==> src/predicated_accumulator_cpu_step_assert.svh <==
// ----------------------------------------------------------------------------
// Assertion macros for the predicated accumulator step block
// Concurrent checks on a clock with an active-low synchronous reset.
// ----------------------------------------------------------------------------
`ifndef PREDICATED_ACCUMULATOR_CPU_STEP_ASSERT_SVH
`define PREDICATED_ACCUMULATOR_CPU_STEP_ASSERT_SVH

// The consequent must hold in the same cycle as the antecedent.
`define PAC_ASSERT_SAME(lbl, clk, rstn, ante, cons) \
    lbl: assert property (@(posedge clk) disable iff (!(rstn)) (ante) |-> (cons)) \
        else $error("pac: same-cycle property violated");

// The consequent must hold in the cycle after the antecedent.
`define PAC_ASSERT_NEXT(lbl, clk, rstn, ante, cons) \
    lbl: assert property (@(posedge clk) disable iff (!(rstn)) (ante) |=> (cons)) \
        else $error("pac: next-cycle property violated");

`endif

==> src/pac_pkg.sv <==
// ----------------------------------------------------------------------------
// pac_pkg
// Types, opcode codes and the instruction decoder of the predicated
// accumulator step block.
// ----------------------------------------------------------------------------
package pac_pkg;

    localparam int OP_W    = 6;
    localparam int IDX_W   = 5;
    localparam int DATA_W  = 8;
    localparam int FLAG_W  = 4;
    localparam int IP_W    = 8;
    localparam int LEN_W   = 9;
    localparam int NIP_W   = IP_W + 2;

    localparam int S_TDATA_W = 40;
    localparam int M_TDATA_W = 32;

    localparam logic [LEN_W-1:0] LEN_RESET = 9'd256;

    localparam int FAM_COUNT  = 7;
    localparam int FORM_COUNT = 5;

    localparam logic [OP_W-1:0] OP_ALU_FIRST = 6'd1;
    localparam logic [OP_W-1:0] OP_ALU_LAST  = 6'd35;
    localparam logic [OP_W-1:0] OP_INC_R     = 6'd36;
    localparam logic [OP_W-1:0] OP_DEC_R     = 6'd37;
    localparam logic [OP_W-1:0] OP_INC_A     = 6'd38;
    localparam logic [OP_W-1:0] OP_DEC_A     = 6'd39;
    localparam logic [OP_W-1:0] OP_SET_F     = 6'd40;
    localparam logic [OP_W-1:0] OP_CLR_F     = 6'd41;
    localparam logic [OP_W-1:0] OP_JMP_ABS_R = 6'd42;
    localparam logic [OP_W-1:0] OP_JMP_ABS_I = 6'd43;
    localparam logic [OP_W-1:0] OP_JMP_ABS_A = 6'd44;
    localparam logic [OP_W-1:0] OP_JMP_REL_R = 6'd45;
    localparam logic [OP_W-1:0] OP_JMP_REL_I = 6'd46;
    localparam logic [OP_W-1:0] OP_JMP_REL_A = 6'd47;

    typedef enum logic [3:0] {
        CLS_NOP,
        CLS_ALU,
        CLS_INC_R,
        CLS_DEC_R,
        CLS_INC_A,
        CLS_DEC_A,
        CLS_SET_F,
        CLS_CLR_F,
        CLS_JMP_ABS,
        CLS_JMP_REL
    } op_cls_t;

    typedef enum logic [2:0] {
        FAM_MOV,
        FAM_ADD,
        FAM_SUB,
        FAM_EQ,
        FAM_NE,
        FAM_GT,
        FAM_LT
    } op_fam_t;

    typedef enum logic [2:0] {
        FORM_RI,
        FORM_RR,
        FORM_RA,
        FORM_AR,
        FORM_AI
    } op_form_t;

    typedef enum logic [1:0] {
        JSRC_REG,
        JSRC_IMM,
        JSRC_ACC
    } jmp_src_t;

    typedef struct packed {
        op_cls_t  cls;
        op_fam_t  fam;
        op_form_t form;
        jmp_src_t jsrc;
        logic     need_d;
        logic     need_s;
    } dec_t;

    typedef struct packed {
        logic [OP_W-1:0]   opcode;
        logic [IDX_W-1:0]  dest_index;
        logic [IDX_W-1:0]  source_index;
        logic [DATA_W-1:0] immediate;
        logic [FLAG_W-1:0] target_flag_mask;
        logic [FLAG_W-1:0] allow_flag_mask;
        logic [FLAG_W-1:0] deny_flag_mask;
    } item_t;

    typedef struct packed {
        logic [DATA_W-1:0] acc;
        logic [FLAG_W-1:0] flags;
        logic [IP_W-1:0]   ip;
        logic              halted;
        logic              error;
    } arch_t;

    typedef struct packed {
        logic              en;
        logic [IDX_W-1:0]  addr;
        logic [DATA_W-1:0] data;
    } rf_wr_t;

    typedef struct packed {
        logic [IP_W-1:0]   next_ip;
        logic              halted;
        logic              error;
        logic [DATA_W-1:0] acc_value;
        logic [FLAG_W-1:0] flags_value;
        logic [DATA_W-1:0] dest_value;
    } out_t;

    typedef struct packed {
        arch_t  nxt;
        rf_wr_t wr;
        out_t   res;
    } exec_out_t;

    function automatic dec_t pac_decode(input logic [OP_W-1:0] op);
        dec_t            d;
        logic [OP_W-1:0] rel;
        d.cls    = CLS_NOP;
        d.fam    = FAM_MOV;
        d.form   = FORM_RI;
        d.jsrc   = JSRC_IMM;
        d.need_d = 1'b0;
        d.need_s = 1'b0;
        rel      = op - OP_ALU_FIRST;
        if (op >= OP_ALU_FIRST && op <= OP_ALU_LAST) begin
            d.cls = CLS_ALU;
            for (int f = 0; f < FAM_COUNT; f++) begin
                if (rel >= OP_W'(f * FORM_COUNT)) begin
                    d.fam  = op_fam_t'(3'(f));
                    d.form = op_form_t'(3'(rel - OP_W'(f * FORM_COUNT)));
                end
            end
            d.need_d = (d.form == FORM_RI) || (d.form == FORM_RR) || (d.form == FORM_RA);
            d.need_s = (d.form == FORM_RR) || (d.form == FORM_AR);
        end else begin
            unique case (op)
                OP_INC_R: begin
                    d.cls    = CLS_INC_R;
                    d.need_d = 1'b1;
                end
                OP_DEC_R: begin
                    d.cls    = CLS_DEC_R;
                    d.need_d = 1'b1;
                end
                OP_INC_A: d.cls = CLS_INC_A;
                OP_DEC_A: d.cls = CLS_DEC_A;
                OP_SET_F: d.cls = CLS_SET_F;
                OP_CLR_F: d.cls = CLS_CLR_F;
                OP_JMP_ABS_R: begin
                    d.cls    = CLS_JMP_ABS;
                    d.jsrc   = JSRC_REG;
                    d.need_s = 1'b1;
                end
                OP_JMP_ABS_I: d.cls = CLS_JMP_ABS;
                OP_JMP_ABS_A: begin
                    d.cls  = CLS_JMP_ABS;
                    d.jsrc = JSRC_ACC;
                end
                OP_JMP_REL_R: begin
                    d.cls    = CLS_JMP_REL;
                    d.jsrc   = JSRC_REG;
                    d.need_s = 1'b1;
                end
                OP_JMP_REL_I: d.cls = CLS_JMP_REL;
                OP_JMP_REL_A: begin
                    d.cls  = CLS_JMP_REL;
                    d.jsrc = JSRC_ACC;
                end
                default: d.cls = CLS_NOP;
            endcase
        end
        return d;
    endfunction

endpackage

==> src/pac_regfile.sv <==
// ----------------------------------------------------------------------------
// pac_regfile
// Register file memory with two registered read ports, one write port,
// per-entry valid bits for reset and write-to-read forwarding.
// ----------------------------------------------------------------------------
module pac_regfile #(
    parameter int REG_COUNT = 16
) (
    input  logic                       aclk,
    input  logic                       aresetn,
    input  logic                       rd_en,
    input  logic [pac_pkg::IDX_W-1:0]  rd_addr_a,
    input  logic [pac_pkg::IDX_W-1:0]  rd_addr_b,
    input  pac_pkg::rf_wr_t            wr,
    output logic [pac_pkg::DATA_W-1:0] rd_data_a,
    output logic [pac_pkg::DATA_W-1:0] rd_data_b
);
    import pac_pkg::*;

    localparam int AW = $clog2(REG_COUNT);

    logic [DATA_W-1:0]    mem_reg [REG_COUNT];
    logic [REG_COUNT-1:0] vld_reg;
    logic [DATA_W-1:0]    rd_a_reg;
    logic [DATA_W-1:0]    rd_b_reg;
    logic                 hit_a;
    logic                 hit_b;
    logic                 ok_a;
    logic                 ok_b;

    assign hit_a = wr.en && (wr.addr == rd_addr_a);
    assign hit_b = wr.en && (wr.addr == rd_addr_b);
    assign ok_a  = rd_addr_a < IDX_W'(REG_COUNT);
    assign ok_b  = rd_addr_b < IDX_W'(REG_COUNT);

    always_ff @(posedge aclk) begin
        if (wr.en) begin
            mem_reg[wr.addr[AW-1:0]] <= wr.data;
        end
    end

    always_ff @(posedge aclk) begin
        if (!aresetn) begin
            vld_reg <= '0;
        end else if (wr.en) begin
            vld_reg[wr.addr[AW-1:0]] <= 1'b1;
        end
    end

    always_ff @(posedge aclk) begin
        if (rd_en) begin
            if (hit_a) begin
                rd_a_reg <= wr.data;
            end else if (ok_a && vld_reg[rd_addr_a[AW-1:0]]) begin
                rd_a_reg <= mem_reg[rd_addr_a[AW-1:0]];
            end else begin
                rd_a_reg <= '0;
            end
            if (hit_b) begin
                rd_b_reg <= wr.data;
            end else if (ok_b && vld_reg[rd_addr_b[AW-1:0]]) begin
                rd_b_reg <= mem_reg[rd_addr_b[AW-1:0]];
            end else begin
                rd_b_reg <= '0;
            end
        end
    end

    assign rd_data_a = rd_a_reg;
    assign rd_data_b = rd_b_reg;

endmodule

==> src/pac_exec.sv <==
// ----------------------------------------------------------------------------
// pac_exec
// Execute stage: predicate test, operand selection, ALU, compare, jump
// target and program range check for one instruction.
// ----------------------------------------------------------------------------
module pac_exec #(
    parameter int REG_COUNT = 16
) (
    input  pac_pkg::item_t             item,
    input  logic [pac_pkg::DATA_W-1:0] dest_rd,
    input  logic [pac_pkg::DATA_W-1:0] src_rd,
    input  pac_pkg::arch_t             cur,
    input  logic [pac_pkg::LEN_W-1:0]  len_eff,
    output pac_pkg::exec_out_t         eo
);
    import pac_pkg::*;

    dec_t              dec;
    logic              d_ok;
    logic              s_ok;
    logic              start_out;
    logic              run;
    logic              exe;
    logic              bad;
    logic              go;
    logic [DATA_W-1:0] opa;
    logic [DATA_W-1:0] opb;
    logic [DATA_W-1:0] alu_r;
    logic              cmp;
    logic [DATA_W-1:0] jv;
    logic [NIP_W-1:0]  nip;
    logic              nip_out;

    assign dec       = pac_decode(item.opcode);
    assign d_ok      = item.dest_index < IDX_W'(REG_COUNT);
    assign s_ok      = item.source_index < IDX_W'(REG_COUNT);
    assign start_out = {1'b0, cur.ip} >= len_eff;
    assign run       = ((item.allow_flag_mask == '0) || |(cur.flags & item.allow_flag_mask))
                       && !(|(cur.flags & item.deny_flag_mask));
    assign exe       = run && (dec.cls != CLS_NOP);
    assign bad       = (dec.need_d && !d_ok) || (dec.need_s && !s_ok);
    assign go        = exe && !bad;

    always_comb begin
        unique case (dec.form)
            FORM_RI: begin
                opa = dest_rd;
                opb = item.immediate;
            end
            FORM_RR: begin
                opa = dest_rd;
                opb = src_rd;
            end
            FORM_RA: begin
                opa = dest_rd;
                opb = cur.acc;
            end
            FORM_AR: begin
                opa = cur.acc;
                opb = src_rd;
            end
            default: begin
                opa = cur.acc;
                opb = item.immediate;
            end
        endcase
    end

    always_comb begin
        alu_r = opb;
        cmp   = 1'b0;
        unique case (dec.fam)
            FAM_MOV: alu_r = opb;
            FAM_ADD: alu_r = opa + opb;
            FAM_SUB: alu_r = opa - opb;
            FAM_EQ:  cmp = (opa == opb);
            FAM_NE:  cmp = (opa != opb);
            FAM_GT:  cmp = (opa > opb);
            FAM_LT:  cmp = (opa < opb);
            default: cmp = 1'b0;
        endcase
    end

    always_comb begin
        unique case (dec.jsrc)
            JSRC_REG: jv = src_rd;
            JSRC_ACC: jv = cur.acc;
            default:  jv = item.immediate;
        endcase
    end

    always_comb begin
        nip = {2'b00, cur.ip} + NIP_W'(1);
        if (go && dec.cls == CLS_JMP_ABS) begin
            nip = {2'b00, jv};
        end else if (go && dec.cls == CLS_JMP_REL) begin
            nip = {2'b00, cur.ip} + {{2{jv[DATA_W-1]}}, jv};
        end
    end

    // The top bit of the new address is set only when a backward jump went below zero.
    assign nip_out = nip[NIP_W-1] || (nip[LEN_W-1:0] >= len_eff);

    always_comb begin
        eo.nxt     = cur;
        eo.wr.en   = 1'b0;
        eo.wr.addr = item.dest_index;
        eo.wr.data = alu_r;
        if (!cur.halted && !cur.error) begin
            if (start_out) begin
                eo.nxt.halted = 1'b1;
            end else begin
                if (exe && bad) begin
                    eo.nxt.error = 1'b1;
                end
                if (go) begin
                    unique case (dec.cls)
                        CLS_ALU: begin
                            if (dec.fam == FAM_MOV || dec.fam == FAM_ADD ||
                                dec.fam == FAM_SUB) begin
                                if (dec.form == FORM_AR || dec.form == FORM_AI) begin
                                    eo.nxt.acc = alu_r;
                                end else begin
                                    eo.wr.en = 1'b1;
                                end
                            end else if (cmp) begin
                                eo.nxt.flags = cur.flags | item.target_flag_mask;
                            end else begin
                                eo.nxt.flags = cur.flags & ~item.target_flag_mask;
                            end
                        end
                        CLS_INC_R: begin
                            eo.wr.en   = 1'b1;
                            eo.wr.data = dest_rd + DATA_W'(1);
                        end
                        CLS_DEC_R: begin
                            eo.wr.en   = 1'b1;
                            eo.wr.data = dest_rd - DATA_W'(1);
                        end
                        CLS_INC_A: eo.nxt.acc = cur.acc + DATA_W'(1);
                        CLS_DEC_A: eo.nxt.acc = cur.acc - DATA_W'(1);
                        CLS_SET_F: eo.nxt.flags = cur.flags | item.target_flag_mask;
                        CLS_CLR_F: eo.nxt.flags = cur.flags & ~item.target_flag_mask;
                        default: eo.wr.en = 1'b0;
                    endcase
                end
                eo.nxt.ip = nip[IP_W-1:0];
                if (nip_out) begin
                    eo.nxt.halted = 1'b1;
                end
            end
        end
        eo.res.next_ip     = eo.nxt.ip;
        eo.res.halted      = eo.nxt.halted;
        eo.res.error       = eo.nxt.error;
        eo.res.acc_value   = eo.nxt.acc;
        eo.res.flags_value = eo.nxt.flags;
        eo.res.dest_value  = '0;
        if (d_ok) begin
            eo.res.dest_value = eo.wr.en ? eo.wr.data : dest_rd;
        end
    end

endmodule

==> src/predicated_accumulator_cpu_step.sv <==
// ----------------------------------------------------------------------------
// predicated_accumulator_cpu_step
// Path: an accepted request is registered in stage 2; its result is then registered for output.
// Throughput: one request per cycle while m_tready is high.
// Reset: state and register file read as zero at once; program length 256.
// ----------------------------------------------------------------------------
`include "predicated_accumulator_cpu_step_assert.svh"

module predicated_accumulator_cpu_step #(
    parameter int REG_COUNT     = 16,
    parameter int PROGRAM_DEPTH = 256
) (
    input  logic                          aclk,
    input  logic                          aresetn,
    input  logic                          cfg_wr_en,
    input  logic [pac_pkg::LEN_W-1:0]     cfg_wr_data,
    input  logic                          s_tvalid,
    output logic                          s_tready,
    // opcode[5:0], dest_index[10:6], source_index[15:11], immediate[23:16],
    // target_flag_mask[27:24], allow_flag_mask[31:28], deny_flag_mask[35:32]
    input  logic [pac_pkg::S_TDATA_W-1:0] s_tdata,
    output logic                          m_tvalid,
    input  logic                          m_tready,
    // next_ip[7:0], halted[8], error[9], acc_value[17:10], flags_value[21:18],
    // dest_value[29:22]
    output logic [pac_pkg::M_TDATA_W-1:0] m_tdata
);
    import pac_pkg::*;

    item_t                 item_in;
    item_t                 item_reg;
    logic                  s2_valid_reg;
    logic                  s2_valid_next;
    arch_t                 arch_reg;
    logic [LEN_W-1:0]      len_reg;
    logic [LEN_W-1:0]      len_eff;
    logic                  m_valid_reg;
    logic                  m_valid_next;
    logic [M_TDATA_W-1:0]  m_data_reg;
    logic [M_TDATA_W-1:0]  m_data_next;
    logic                  s_accept;
    logic                  adv;
    logic                  stopped;
    logic [DATA_W-1:0]     dest_rd;
    logic [DATA_W-1:0]     src_rd;
    rf_wr_t                rf_wr;
    exec_out_t             eo;

    assign item_in.opcode           = s_tdata[5:0];
    assign item_in.dest_index       = s_tdata[10:6];
    assign item_in.source_index     = s_tdata[15:11];
    assign item_in.immediate        = s_tdata[23:16];
    assign item_in.target_flag_mask = s_tdata[27:24];
    assign item_in.allow_flag_mask  = s_tdata[31:28];
    assign item_in.deny_flag_mask   = s_tdata[35:32];

    assign adv      = s2_valid_reg && (!m_valid_reg || m_tready);
    assign s_tready = !s2_valid_reg || adv;
    assign s_accept = s_tvalid && s_tready;
    assign len_eff  = (len_reg > LEN_W'(PROGRAM_DEPTH)) ? LEN_W'(PROGRAM_DEPTH) : len_reg;
    assign stopped  = arch_reg.halted || arch_reg.error;

    pac_regfile #(
        .REG_COUNT (REG_COUNT)
    ) u_regfile (
        .aclk      (aclk),
        .aresetn   (aresetn),
        .rd_en     (s_accept),
        .rd_addr_a (item_in.dest_index),
        .rd_addr_b (item_in.source_index),
        .wr        (rf_wr),
        .rd_data_a (dest_rd),
        .rd_data_b (src_rd)
    );

    pac_exec #(
        .REG_COUNT (REG_COUNT)
    ) u_exec (
        .item    (item_reg),
        .dest_rd (dest_rd),
        .src_rd  (src_rd),
        .cur     (arch_reg),
        .len_eff (len_eff),
        .eo      (eo)
    );

    always_comb begin
        rf_wr    = eo.wr;
        rf_wr.en = eo.wr.en && adv;
    end

    always_comb begin
        s2_valid_next = s2_valid_reg;
        if (s_accept) begin
            s2_valid_next = 1'b1;
        end else if (adv) begin
            s2_valid_next = 1'b0;
        end
        m_valid_next = m_valid_reg;
        if (adv) begin
            m_valid_next = 1'b1;
        end else if (m_tready) begin
            m_valid_next = 1'b0;
        end
        m_data_next = {2'b00, eo.res.dest_value, eo.res.flags_value, eo.res.acc_value,
                       eo.res.error, eo.res.halted, eo.res.next_ip};
    end

    always_ff @(posedge aclk) begin
        if (!aresetn) begin
            s2_valid_reg <= 1'b0;
            m_valid_reg  <= 1'b0;
            arch_reg     <= '0;
            len_reg      <= LEN_RESET;
        end else begin
            s2_valid_reg <= s2_valid_next;
            m_valid_reg  <= m_valid_next;
            if (adv) begin
                arch_reg <= eo.nxt;
            end
            if (cfg_wr_en) begin
                len_reg <= cfg_wr_data;
            end
        end
    end

    always_ff @(posedge aclk) begin
        if (s_accept) begin
            item_reg <= item_in;
        end
        if (adv) begin
            m_data_reg <= m_data_next;
        end
    end

    assign m_tvalid = m_valid_reg;
    assign m_tdata  = m_data_reg;

    `PAC_ASSERT_NEXT(a_halt_sticky, aclk, aresetn, arch_reg.halted, arch_reg.halted)
    `PAC_ASSERT_NEXT(a_error_sticky, aclk, aresetn, arch_reg.error, arch_reg.error)
    `PAC_ASSERT_NEXT(a_stopped_frozen, aclk, aresetn, stopped, $stable(arch_reg))
    `PAC_ASSERT_SAME(a_no_result_overrun, aclk, aresetn, adv, (!m_valid_reg || m_tready))
    `PAC_ASSERT_SAME(a_rf_write_on_commit, aclk, aresetn, rf_wr.en, (s2_valid_reg && !stopped))

endmodule

==> config.mk <==
export PLATFORM = sky130hd
export DESIGN_NAME = predicated_accumulator_cpu_step
export DESIGN_NICKNAME = d
export VERILOG_FILES = /design/src/pac_pkg.sv /design/src/pac_regfile.sv /design/src/pac_exec.sv /design/src/predicated_accumulator_cpu_step.sv
export VERILOG_INCLUDE_DIRS = /design/src /design/src/src
export SDC_FILE = /design/constraint.sdc
export NUM_CORES = 1
export LEC_CHECK = 0
export BUFFER_PORTS_ARGS = -buffer_cell sky130_fd_sc_hd__buf_2
export CORE_ASPECT_RATIO = 1.2
export CORE_MARGIN = 3
export CORE_UTILIZATION = 50
export DETAILED_ROUTE_END_ITERATION = 16
export HOLD_SLACK_MARGIN = 0.15
export PLACE_DENSITY = 0.67
export SLEW_MARGIN = 30
export SYNTH_ARGS = -nofsm -noshare
export SYNTH_HDL_FRONTEND = slang
export SYNTH_HIERARCHICAL = 1
export SYNTH_SLANG_ARGS = --single-unit
==> constraint.sdc <==
create_clock -name aclk -period 7.7 [get_ports aclk]
set_input_delay 0.385 -clock aclk [delete_from_list [all_inputs] [get_ports aclk]]
set_output_delay 0.385 -clock aclk [all_outputs]
set_load 0.01 [all_outputs]
Yosys cells after proc, flatten, opt, wreduce, memory -nomap -nowiden
Memory sizes are Yosys's and may differ from the RTL's.
Index checks and enable logic that the tools add are counted.
- add/sub/neg operators: 15
- $lt $le $gt $ge: 22
- equal/unequal tests: 39
- multiplexer cells: 62
- bitwise operators: 6
- reduce and logical (&&, ||, !) cells: 55
- operators by type and width (kind ; number):
    two-way mux 8 bit ; 11
    equality test 6 bit (second input constant) ; 12
    case mux 8 bit (2 select lines) ; 4
    case mux 4 bit (8 select lines) ; 1
    two-way mux 6 bit ; 5
    case mux 8 bit (3 select lines) ; 1
    two-way mux 23 bit ; 1
    < comparator 5 bit (second input constant) ; 4
    two-way mux 10 bit ; 2
    two-way mux 20 bit ; 1
    equality test 3 x 2 -> 1 bit (second input constant) ; 6
    greater-or-equal comparator 6 x 5 -> 1 bit (second input constant) ; 3
    logical AND 1 bit ; 18
    two-way mux 1 bit ; 17
    adder 8 x 1 -> 8 bit (second input constant) ; 2
    equality test 4 x 3 -> 1 bit (second input constant) ; 4
    two-way mux 4 bit ; 4
    bitwise OR 16 bit ; 1
    subtractor 8 x 1 -> 8 bit (second input constant) ; 2
    < comparator 4 x 5 -> 1 bit (second input constant) ; 3
    AND 4 bit ; 3
    equality test 3 bit (second input constant) ; 4
    greater-or-equal comparator 6 x 1 -> 1 bit (second input constant) ; 2
    greater-or-equal comparator 6 x 4 -> 1 bit (second input constant) ; 2
    other kinds (47) ; 86
- flip-flop bits (word level): 131
- memory bits (writable): 128
- input port bits: 54
- output and inout port bits: 34
- word-level logic and storage cells: 220
- memories: 1
- memories (memory ; depth ; width ; read ports ; clocked after Yosys merged registers in ; wr ports ; RTL line ; text):
    u_regfile.mem_reg ; 16 ; 8 ; 2 ; 0 ; 1 ; pac_regfile.sv:22 ; logic [DATA_W-1:0] mem_reg [REG_COUNT];

Logic depth before layout (Yosys ltp)
- word-level depth: 29
- depth in mapped cells: 33
- depth with buffers taken out: 30

Hierarchy
The synthesis kept the hierarchy.
- modules (own cells, without submodules) (module ; instances ; cells each ; area each (um2) ; seq. area each (um2)):
    pac_regfile ; 1 ; 374 ; 7701.1 ; 4644.5
    pac_exec ; 1 ; 698 ; 5116.2 ; 0.0
    predicated_accumulator_cpu_step ; 1 ; 213 ; 3383.2 ; 2642.5

Worst setup path before layout
Ideal clock, no wire load.
- kind: register to register
- start point: reg item_reg[30] (netlist bit)
- end point: reg m_data_reg[29] (netlist: m_tdata[29]) (data pin)
- setup time: 0.256 ns
- arrival time: 5.809 ns
- data required time: 7.444 ns
- setup slack: 1.634 ns
- stages on the path, launching flop included: 30
- path buffers: 2
- clock period less this slack: 6.066 ns
- cell sequence: edfxtp_1 buf_4 inv_1 ha_1 xnor2_1 inv_2 ha_1 a21oi_1 o22ai_1 o31a_1 nor3_1 o21a_4 xnor2_4 buf_2 a21o_1 nand2_1 mux2i_1 inv_1 ha_1 a21o_1 a21oi_1 o21bai_1 a21oi_1 o21bai_1 a21oi_1 o221ai_1 nand2_1 o21a_1 o21ai_1 a22o_1
- RTL lines (what ; RTL line ; text):
    start: declaration ; predicated_accumulator_cpu_step.sv:31 ; item_t item_reg;
    start signal: assignment ; predicated_accumulator_cpu_step.sv:129 ; item_reg <= item_in;
    end signal: assignment ; predicated_accumulator_cpu_step.sv:132 ; m_data_reg <= m_data_next;
    end: declaration ; predicated_accumulator_cpu_step.sv:39 ; logic [M_TDATA_W-1:0] m_data_reg;

==> reports/qor.csv <==
stage,metric,value,unit
status,outcome,"finished, final reports clean",
worst_setup_path,CP Max Fanout,18,
global_routing,first-pass GRT wire length,62400,um
floorplan,Die Span Y,202,um
route,DR pass1 iterations,5,
clock_tree,Clock Sinks,255,
clock_tree,clk_lat worst skew,0.55,ns
floorplan,Starting Density,51.0,%
final_layout,layout cells sized above 1,17.5,%
worst_setup_path,Setup CP Type,reg2reg,
timing,hold slack,0.201,ns
route,vias per cell,6.14,
clock_tree,CTS tree,yes,
power_and_ir_drop,Pwr Total,3530,uW
global_routing,total gr overflow,0,
final_layout,fillers,2517,
route,drt total wl,41200,um
synth,Syn Inst Count,1281,
clock_tree,CTS H-tree depth,1,
worst_setup_path,crit start category,register,
min_path,hold path cells,3,
timing,f_max,0.149,GHz
final_layout,Inserted Diodes,0,
final_layout,nets@finish,1509,
clock_tree,CTS Hold Bufs,38,
timing,Final Hold Violating Endpoints,0,
floorplan,Ports,88,
placement,Final Wtd Congestion,0.925,
synth,syn avg cell area,12.6,um^2
clock_tree,clock-pin slew on the worst setup and hold paths,0.06,ns
worst_setup_path,CP required,8.01,ns
placement,Post-Place Cell Area,0.0167,mm^2
placement,Detail Placement HPWL,28600,um
route,via count,11100,
worst_setup_path,CP Capture Type,register,
timing,Worst Tran Pin Value,0.889,ns
worst_setup_path,RR Endpoint,m_tdata[28],
floorplan,Die W,170,um
global_routing,initial antenna violation count,0,
power_and_ir_drop,leak pwr,0.00679,uW
clock_tree,Root Driver,clkbuf_16,
worst_setup_path,R2R depth,27,
floorplan,die area,0.0344,mm^2
placement,PortBufs,81,
synth,YS warnings,6,
min_path,Hold Path Sink,m_tvalid,
clock_tree,post-cts resize count,0,
route,DR iter-0 viols,1021,
synth,synthesized area,0.0161,mm^2
clock_tree,Num CTS Buffers,26,
timing,Clock Skews,0.0203,ns
route,Post-DRT Antenna Nets,0,
floorplan,Core ar.,0.0315,mm^2
worst_setup_path,"reg-to-reg slack, setup",0.99,ns
timing,Post-Route Setup TNS,0,ns
timing,RSZ-0062 raised after global routing,false,
route,drt drc,0,
final_layout,final core area utilization,57.1,%
floorplan,Cell Rows,71,
clock_tree,# Post-CTS Setup Buffers,0,
worst_setup_path,crit path DAT,7.02,ns
final_layout,FF+latch area,0.00717,mm^2
global_routing,largest net degree at the start of global routing,72,
timing,min Tclk post-route,6.71,ns
timing,Max-slew headroom,40.7,%
timing,period utilisation layout,87.2,%
global_routing,GRT Resource Usage Total,23.5,%
final_layout,area grow syn2layout,12.0,%
final_layout,"Design Area, Final",0.0180,mm^2
route,per-cell routed wire length,22.9,um
min_path,worst hold path class,in2reg,
power_and_ir_drop,pwr/cell area,196,mW/mm^2
timing,Finish-stage setup viols,0,
global_routing,vias in the first global route,11100,
run,Max-cap violations,0,
min_path,hold path start,m_tready,
final_layout,max reg flops,128,
power_and_ir_drop,worst vdd ir,0.184,mV
timing,fin. max-slew vios,0,
final_layout,multi-input logic area,0.00803,mm^2
worst_setup_path,worst r2r src,item_reg[31],
clock_tree,worst-case clock buffer depth,3,
## through the flow
step                      cells  setup slack (ns)
after CTS                  1805              1.04
final                      1805             0.989
after global routing       1805             0.320
after floorplan            1282              1.63
after global placement     1719              1.10
after detailed placement   1719              1.06
## where the power goes
part           switching, uW  leakage (uW)  internal (uW)
Clock                    540      0.000443            799
Combinational            362       0.00402            243
Sequential              27.1       0.00233           1560
## cell type report
class	instances	area share, %
well taps	401	2.79
clock inverters	15	1.09
inverters	74	1.54
repair buffers	164	6.24
clock buffers	33	3.99
multi-input cells	863	44.6
flip-flops and latches	255	39.8
## routing by layer
metal  GRT usage [%]  up-vias  part of all wire (%)
met2            43.6      370                    53
met4            9.06        0                   4.0
li1                -     5176                     -
met3            2.63      105                   4.5
met1            27.6     5436                    38
met5               0        -                     0
## worst max-delay path by stage
| stage | cells after the start | from | end |
|---|---|---|---|
| global placement | 27 | item_reg[31] | m_tdata[28] |
| CTS | 27 | item_reg[31] | m_tdata[28] |
| floorplan | 29 | item_reg[30] | m_tdata[29] |
| finish | 27 | item_reg[31] | m_tdata[28] |
| global route | 29 | item_reg[31] | arch_reg[13] |
| detailed placement | 27 | item_reg[31] | m_tdata[28] |
## cells in the final DEF, fill, tap and decap left out, types with 5 or more instances in the layout
cell,n
a211o_1,5
a211oi_1,7
a21o_1,20
a21oi_1,51
a221oi_1,9
a22o_1,28
a22oi_1,12
a31oi_1,8
and3_1,9
buf_2,81
buf_4,45
clkbuf_16,27
clkinv_1,16
clkinv_2,5
dfxtp_1,49
dlygate4sd3_1,38
edfxtp_1,206
fa_1,5
ha_1,66
inv_1,56
mux2_2,12
mux2i_1,58
mux4_1,66
mux4_2,23
nand2_1,97
nand2b_1,8
nand3_1,17
nor2_1,62
nor2b_1,32
nor3_1,13
o21a_1,21
o21ai_0,41
o21ai_1,9
o21bai_1,17
o22ai_1,6
o31ai_1,5
o32ai_1,16
xnor2_1,28
xor2_1,13
## worst max-delay path: stages (launching register included)
cell and delay, ns:
edfxtp_1 0.48, inv_1 0.24, ha_1 0.33, xnor2_1 0.24, inv_2 0.16, ha_1 0.24
a21oi_1 0.11, o22ai_1 0.13, o31ai_1 0.42, nand2_1 0.22, nand2_1 0.12, a31o_2 0.25
a21boi_1 0.44, a22o_1 0.24, a22o_1 0.24, ha_1 0.21, inv_1 0.06, fa_1 0.38
inv_1 0.09, a21o_1 0.12, a21oi_1 0.10, o21bai_1 0.16, a21oi_1 0.10, a221o_1 0.35
a32o_1 0.20, a21o_1 0.18, mux2_2 0.42, o21a_1 0.23
No activity file was read; power rests on OpenSTA's default activity.
